File: config.mk
export PLATFORM = sky130hd
export DESIGN_NAME = wgs_ctrl
export DESIGN_NICKNAME = d
export VERILOG_FILES = /design/src/wgs_pkg.sv /design/src/wgs_ctrl.sv
export VERILOG_INCLUDE_DIRS = /design/src /design/src/src
export SDC_FILE = /design/constraint.sdc
export NUM_CORES = 1
export LEC_CHECK = 0
export BUFFER_PORTS_ARGS = -buffer_cell sky130_fd_sc_hd__buf_2
export CAP_MARGIN = 20
export CELL_PAD_IN_SITES_DETAIL_PLACEMENT = 0
export CELL_PAD_IN_SITES_GLOBAL_PLACEMENT = 1
export CORE_AREA = 2 2 79 66
export DETAILED_ROUTE_END_ITERATION = 12
export DIE_AREA = 0 0 81 68
export PLACE_DENSITY_LB_ADDON = 0.1
export SYNTH_ARGS = -nofsm -noshare
export SYNTH_HDL_FRONTEND = slang
export SYNTH_SLANG_ARGS = --single-unit
File: constraint.sdc
create_clock -name clk -period 2.4 [get_ports clk]
set_clock_uncertainty 0.1 [all_clocks]
set_input_delay 0.12 -clock clk [delete_from_list [all_inputs] [get_ports clk]]
set_output_delay 0.12 -clock clk [all_outputs]
set_load 0.01 [all_outputs]
File: src/windowed_gaussian_smoother_top_macros.svh
// Assertion macros for the windowed Gaussian smoother.
// Used by the controller; expects clk and rst_n in scope.
`ifndef WINDOWED_GAUSSIAN_SMOOTHER_TOP_MACROS_SVH
`define WINDOWED_GAUSSIAN_SMOOTHER_TOP_MACROS_SVH

// same-cycle implication
`define WGS_ASSERT_NOW(label, ante, cons, msg) \
  label: assert property (@(posedge clk) disable iff (!rst_n) (ante) |-> (cons)) \
    else $error(msg);

// next-cycle implication
`define WGS_ASSERT_NEXT(label, ante, cons, msg) \
  label: assert property (@(posedge clk) disable iff (!rst_n) (ante) |=> (cons)) \
    else $error(msg);

`endif

File: src/wgs_pkg.sv
// Package for the windowed Gaussian smoother: sizes, register indexes,
// controller/datapath command types and the weight ROMs built at elaboration.
package wgs_pkg;

  localparam int WINDOW_MAX   = 16;
  localparam int VECTOR_LEN   = 4;
  localparam int SAMPLE_WIDTH = 16;
  localparam int DEPTH        = WINDOW_MAX - 1;
  localparam int ADDR_W       = $clog2(DEPTH);
  localparam int CNT_W        = $clog2(WINDOW_MAX);
  localparam int WS_W         = 5;
  localparam int WEIGHT_W     = 17;
  localparam int PROD_W       = WEIGHT_W + 1 + SAMPLE_WIDTH;
  localparam int ACC_W        = PROD_W + CNT_W;
  localparam int FRAC_W       = 16;
  localparam int CFG_IDX_W    = 2;
  localparam int CFG_DATA_W   = 8;
  localparam int WS_RESET     = 10;

  localparam logic [CFG_IDX_W-1:0] REG_WINDOW_SIZE = 2'd0;
  localparam logic [CFG_IDX_W-1:0] REG_FILTER_TYPE = 2'd1;

  localparam int TAB_SIZE = WINDOW_MAX * WINDOW_MAX;

  typedef logic [WEIGHT_W-1:0] weight_t;
  typedef weight_t gtab_t [TAB_SIZE];
  typedef weight_t atab_t [WINDOW_MAX];
  typedef logic [VECTOR_LEN-1:0][SAMPLE_WIDTH-1:0] vec_t;

  typedef struct packed {
    logic              wr_en;
    logic [ADDR_W-1:0] wr_addr;
    logic              rd_en;
    logic [ADDR_W-1:0] rd_addr;
    logic [CNT_W-1:0]  w_k;
    logic [CNT_W-1:0]  w_i;
    logic              ftype;
    logic              acc_clr;
    logic              out_load;
  } wgs_cmd_t;

  typedef struct packed {
    logic busy;
  } wgs_stat_t;

  function automatic logic [63:0] udiv64(input logic [63:0] num, input logic [63:0] den);
    logic [63:0] q;
    logic [63:0] r;
    q = '0;
    r = '0;
    for (int b = 63; b >= 0; b--) begin
      r = {r[62:0], num[b]};
      if (r >= den) begin
        r    = r - den;
        q[b] = 1'b1;
      end
    end
    return q;
  endfunction

  function automatic logic [63:0] gauss_raw(input int i, input int k);
    logic [63:0] one;
    logic [63:0] kk;
    logic [63:0] x;
    logic [63:0] y;
    logic [63:0] t;
    one = 64'd1 << 30;
    kk  = 64'(k) * 64'(k);
    x   = udiv64(64'(i) * 64'(i) * 64'd150733 + (kk >> 1), kk);
    y   = x << 10;
    t   = one - udiv64(y, 64'd5);
    for (int d = 4; d >= 1; d--) begin
      t = one - udiv64((y * t) >> 30, 64'(d));
    end
    for (int s = 0; s < 4; s++) begin
      t = (t * t + (one >> 1)) >> 30;
    end
    return t;
  endfunction

  function automatic gtab_t build_gauss_tab();
    gtab_t       tab;
    logic [63:0] r [WINDOW_MAX];
    logic [63:0] sum;
    for (int n = 0; n < TAB_SIZE; n++) begin
      tab[n] = '0;
    end
    for (int k = 1; k < WINDOW_MAX; k++) begin
      sum = '0;
      for (int i = 0; i < k; i++) begin
        r[i] = gauss_raw(i, k);
        sum  = sum + r[i];
      end
      for (int i = 0; i < k; i++) begin
        tab[k * WINDOW_MAX + i] = WEIGHT_W'(udiv64((r[i] << 16) + (sum >> 1), sum));
      end
    end
    return tab;
  endfunction

  function automatic atab_t build_avg_tab();
    atab_t tab;
    tab[0] = '0;
    for (int k = 1; k < WINDOW_MAX; k++) begin
      tab[k] = WEIGHT_W'(udiv64(64'd65536 + 64'(k / 2), 64'(k)));
    end
    return tab;
  endfunction

  localparam gtab_t GAUSS_TAB = build_gauss_tab();
  localparam atab_t AVG_TAB   = build_avg_tab();

endpackage

File: src/wgs_ctrl.sv
// Controller of the windowed Gaussian smoother: handshakes, configuration
// registers, window bookkeeping and the MAC sequencer. Uses wgs_pkg and the macro header.
`include "windowed_gaussian_smoother_top_macros.svh"

module wgs_ctrl import wgs_pkg::*; (
  input  logic                  clk,
  input  logic                  rst_n,
  input  logic                  in_valid,
  output logic                  in_stall,
  output logic                  out_valid,
  input  logic                  out_stall,
  input  logic                  cfg_valid,
  output logic                  cfg_ready,
  input  logic [CFG_IDX_W-1:0]  cfg_index,
  input  logic [CFG_DATA_W-1:0] cfg_data,
  output wgs_cmd_t              cmd,
  input  wgs_stat_t             stat
);

  localparam logic [1:0] ST_IDLE  = 2'd0;
  localparam logic [1:0] ST_RUN   = 2'd1;
  localparam logic [1:0] ST_DRAIN = 2'd2;

  logic [1:0]        state_r, state_nxt;
  logic [CNT_W-1:0]  fill_r, fill_nxt;
  logic [ADDR_W-1:0] newest_r, newest_nxt;
  logic [CNT_W-1:0]  idx_r, idx_nxt;
  logic [WS_W-1:0]   ws_r, ws_nxt;
  logic              ftype_r, ftype_nxt;
  logic              out_valid_r, out_valid_nxt;

  logic [WS_W-1:0]   lim;
  logic [CNT_W-1:0]  keep;
  logic [CNT_W:0]    fill_inc;
  logic [CNT_W-1:0]  fill_sat;
  logic [ADDR_W-1:0] newest_inc;
  logic [ADDR_W:0]   wrap_addr;
  logic              out_free;

  always_comb begin
    lim        = (ws_r > WS_W'(WINDOW_MAX)) ? WS_W'(WINDOW_MAX) : ws_r;
    keep       = (lim == '0) ? '0 : CNT_W'(lim - 1'b1);
    fill_inc   = {1'b0, fill_r} + 1'b1;
    fill_sat   = (fill_inc > {1'b0, keep}) ? keep : fill_inc[CNT_W-1:0];
    newest_inc = (newest_r == ADDR_W'(DEPTH - 1)) ? '0 : newest_r + 1'b1;
    wrap_addr  = {1'b0, newest_r} + (ADDR_W + 1)'(DEPTH) - {1'b0, idx_r};
    out_free   = !out_valid_r || !out_stall;
  end

  always_comb begin
    state_nxt     = state_r;
    fill_nxt      = fill_r;
    newest_nxt    = newest_r;
    idx_nxt       = idx_r;
    out_valid_nxt = out_valid_r;
    cmd           = '0;
    cmd.wr_addr   = newest_inc;
    cmd.rd_addr   = (newest_r >= idx_r) ? (newest_r - idx_r) : wrap_addr[ADDR_W-1:0];
    cmd.w_k       = fill_r;
    cmd.w_i       = idx_r;
    cmd.ftype     = ftype_r;

    if (out_valid_r && !out_stall) begin
      out_valid_nxt = 1'b0;
    end

    case (state_r)
      ST_IDLE: begin
        if (in_valid) begin
          cmd.wr_en   = 1'b1;
          cmd.acc_clr = 1'b1;
          newest_nxt  = newest_inc;
          fill_nxt    = fill_sat;
          idx_nxt     = '0;
          state_nxt   = (fill_sat == '0) ? ST_DRAIN : ST_RUN;
        end
      end
      ST_RUN: begin
        cmd.rd_en = 1'b1;
        idx_nxt   = idx_r + 1'b1;
        if (idx_r == CNT_W'(fill_r - 1'b1)) begin
          state_nxt = ST_DRAIN;
        end
      end
      ST_DRAIN: begin
        if (!stat.busy && out_free) begin
          cmd.out_load  = 1'b1;
          out_valid_nxt = 1'b1;
          state_nxt     = ST_IDLE;
        end
      end
      default: begin
        state_nxt = ST_IDLE;
      end
    endcase
  end

  assign cfg_ready = (state_r == ST_IDLE);

  always_comb begin
    ws_nxt    = ws_r;
    ftype_nxt = ftype_r;
    if (cfg_valid && cfg_ready) begin
      case (cfg_index)
        REG_WINDOW_SIZE: ws_nxt    = cfg_data[WS_W-1:0];
        REG_FILTER_TYPE: ftype_nxt = cfg_data[0];
        default: ;
      endcase
    end
  end

  always_ff @(posedge clk) begin
    if (!rst_n) begin
      state_r     <= ST_IDLE;
      fill_r      <= '0;
      newest_r    <= '0;
      idx_r       <= '0;
      ws_r        <= WS_W'(WS_RESET);
      ftype_r     <= 1'b0;
      out_valid_r <= 1'b0;
    end else begin
      state_r     <= state_nxt;
      fill_r      <= fill_nxt;
      newest_r    <= newest_nxt;
      idx_r       <= idx_nxt;
      ws_r        <= ws_nxt;
      ftype_r     <= ftype_nxt;
      out_valid_r <= out_valid_nxt;
    end
  end

  assign in_stall  = (state_r != ST_IDLE);
  assign out_valid = out_valid_r;

  `WGS_ASSERT_NEXT(a_accept_blocks, in_valid && !in_stall, in_stall, "accept did not start work")
  `WGS_ASSERT_NOW(a_read_in_fill, cmd.rd_en, idx_r < fill_r, "read beyond fill")
  `WGS_ASSERT_NEXT(a_load_valid, cmd.out_load, out_valid_r && state_r == ST_IDLE, "load lost")
  `WGS_ASSERT_NOW(a_load_free, cmd.out_load, !stat.busy && !(out_valid_r && out_stall), "overrun")

endmodule
==> flow_summary.toml <==
[timing]
slew_violations = 0
setup_tns_ns = -0.502
fmax_mhz = 395
maxSlewHeadroom_pct = 58.4
tightest_slew_ns = 0.624
setup_viol = 5
min_period_over_period_pct = 106
rsz0062_at_grt = "true"
setup_ws_ns = -0.133
fin_crit_ns = 2.53
hold_viol_final = 0

[place]
post-dp-hpwl_um = 3440
portBuffers = 36
gp_congestion = 0.795

[clocking]
cts.htree.levels = 1
clkSlewWorstSetupHoldPaths_ns = 0.09
clock_latency_ns = 0.27
numCtsBuffers = 3
clock-sinks = 21
cts_tree = "yes"
ctsLongestPathBuffers = 2
cts_root_buffer = "clkbuf_8"

[synth]
avgSynthCellArea_um2 = 8.14
ys.flop_type = "dfxtp_1"
synth_seq_cells = 21
synth_cells = 197
synth_warnings = 0
synth_cell_types = 48
seq_area_frac_synth_pct = 26.2
synth_edf_count = 0
async_flop_share_pct = 0
netlist_area_um2 = 1600
synth_nets = 229

[status]
failed_checks = "negative setup slack"
run_status = "finished, violations left"

[global_routing]
globalRouteTotalUtil_pct = 16.7
grt_pass1_vias = 1561
grt_pass1_wl_um = 7140
grt_max_degree = 17
antenna_found_initial = 0
gr-total-overflow = 0

[critical_path]
worstPathCellList = "or3_4, a211oi_4, ha_4, a21oi_2, nand3_2, a32oi_4, nand4_1, a41o_1"
r2r_start = "ws_r[0]"
critPathLaunch = "ws_r[0]"
path_max_fanout = 4
required_ns = 2.47
worst_setup_path_end_kind = "flip-flop"
cp_slowest_cell = "or3_4"
slowest_delay_ns = 0.42
arrival_ns = 2.60
path_class = "flip-flop to flip-flop"
start_kind = "flip-flop"

[die]
ios = 40
fp-row-count = 23
start_util_pct = 33.6
chipWidth_um = 81
die_h_um = 68
core_um2 = 4780
dieArea_um2 = 5510

[power_and_ir_drop]
power.leakage_uw = 0.00103
ir_worst_vdd_mv = 0.343
powerDensity_nw_per_um2 = 700

[cells_and_area]
final_net_count = 305
drive_gt1_share_pct = 40.4
mostFrequentLayoutCell = "buf_2"
area_delta_synth_final_pct = 47.0
n_antenna_cell = 0
utilization_pct = 49.4
mostFrequentLayoutCells = "36 x buf_2, 33 x buf_4, 25 x nand2_1, 18 x nor2_1, 17 x dfxtp_1"

[drt]
drc = 0
drtAntennaViolNets = 0
via_count = 1687
viasPerCell = 5.05
drt_pass1_iterations = 4
drt_iter0_drc = 61
finalWirelength_um = 4490
wire_per_inst_um = 13.4

[worst_hold_path]
hp-class = "primary input to flip-flop"
min_from = "cfg_data[0]"

[job]
maxCapViolCount = 0
-- synth_stat cells (2+ instances only) --
| library cell | n | share of area [%] |
|---|---|---|
| mux2_2 | 2 | 1.4 |
| xor2_1 | 2 | 1.1 |
| nor3_2 | 2 | 1.2 |
| a31oi_1 | 3 | 1.2 |
| a211oi_1 | 2 | 0.94 |
| o21ai_0 | 6 | 1.9 |
| clkbuf_1 | 2 | 0.47 |
| nor3_1 | 3 | 0.94 |
| a21oi_1 | 16 | 5.0 |
| dfxtp_1 | 21 | 26 |
| buf_2 | 2 | 0.62 |
| buf_4 | 2 | 0.94 |
| xnor2_1 | 8 | 4.4 |
| nor4b_1 | 2 | 1.1 |
| nand3_1 | 8 | 2.5 |
| ha_1 | 14 | 11 |
| nand4_1 | 2 | 0.78 |
| fa_1 | 2 | 2.5 |
| mux2i_1 | 8 | 5.0 |
| nor2_1 | 18 | 4.2 |
| a21o_1 | 2 | 0.94 |
| nand4b_1 | 4 | 2.2 |
| inv_1 | 15 | 3.5 |
| nand2_1 | 27 | 6.3 |
-- path summary, 6_finish.rpt --
check               end  slack, ns  depth (start not counted)
max          state_r[0]      -0.13                          8
min             ws_r[0]       0.01                          3
min reg2reg    idx_r[3]       0.42                          1
max reg2reg  state_r[0]      -0.13                          8
-- sequential cells by signal (all words and copies together) (netlist names) --
register and flops:
ws_r 5, fill_r 4, idx_r 4, newest_r 4
state_r 2, ftype_r 1, out_valid 1
-- layout make-up --
cell class | count | area [um2]
clock buffer | 3 | 41.3
clock inverter | 1 | 7.51
fill | 479 | 2420
inverter | 16 | 62.6
multi-input combinational | 154 | 1230
sequential | 21 | 428
tap | 62 | 77.6
timing repair buffer | 77 | 510
-- critical path: cells and delay by family, from the launching register on --
| family | cells | cell delay (ns) |
|---|---|---|
| compound gates | 4 | 0.96 |
| simple gates | 3 | 0.76 |
| flops | 1 | 0.36 |
| fa+ha+maj | 1 | 0.26 |
-- report_power, final --
| group | total, uW | internal [uW] | switching, uW |
|---|---|---|---|
| registers | 438 | 389 | 48.7 |
| clock network | 251 | 118 | 133 |
| logic | 962 | 464 | 497 |
-- routing by layer --
metal	GRT usage, %	routed length (um)	vias up
met4	2.54	20	0
met1	22.9	2270	801
met2	27.7	2020	38
li1	-	-	846
met5	0	0	-
met3	3.43	178	2
-- metrics by stage --
stage / setup slack (ns) / hold WS (ns) / std cells / instance area (um2) / total power [uW]
after CTS: -0.150 / 0.000228 / 330 / 2290 / 1620
final: -0.133 / 0.0126 / 334 / 2360 / 1650
after global placement: -0.0564 / 0.236 / 317 / 2100 / 1280
after global routing: -0.277 / 0.0141 / 334 / 2360 / 1780
after floorplan: -0.0484 / 0.148 / 197 / 1660 / 975
after detailed placement: -0.119 / 0.243 / 317 / 2100 / 1300
-- cells by family (layout without fill, tap and decap cells) --
group	count (synthesis)	after routing	synth area share, %
adder cells (fa/ha/maj)	16	16	13.4
buffers and inverters	22	97	5.77
flip-flops	21	21	26.2
multiplexers	10	10	6.40
AND/OR/NAND/NOR	76	76	24.7
AO/OA/AOI/OAI	42	42	18.1
XOR/XNOR	10	10	5.46
-- repair_timing --
item,in CTS,in global routing
setup buffers,4,3
endpoints found under the hold margin,4,1
resized for setup,12,11
hold buffers,5,1
pin swaps,16,8
setup endpoints to repair,6,8
No activity file was read; power rests on OpenSTA's default activity.
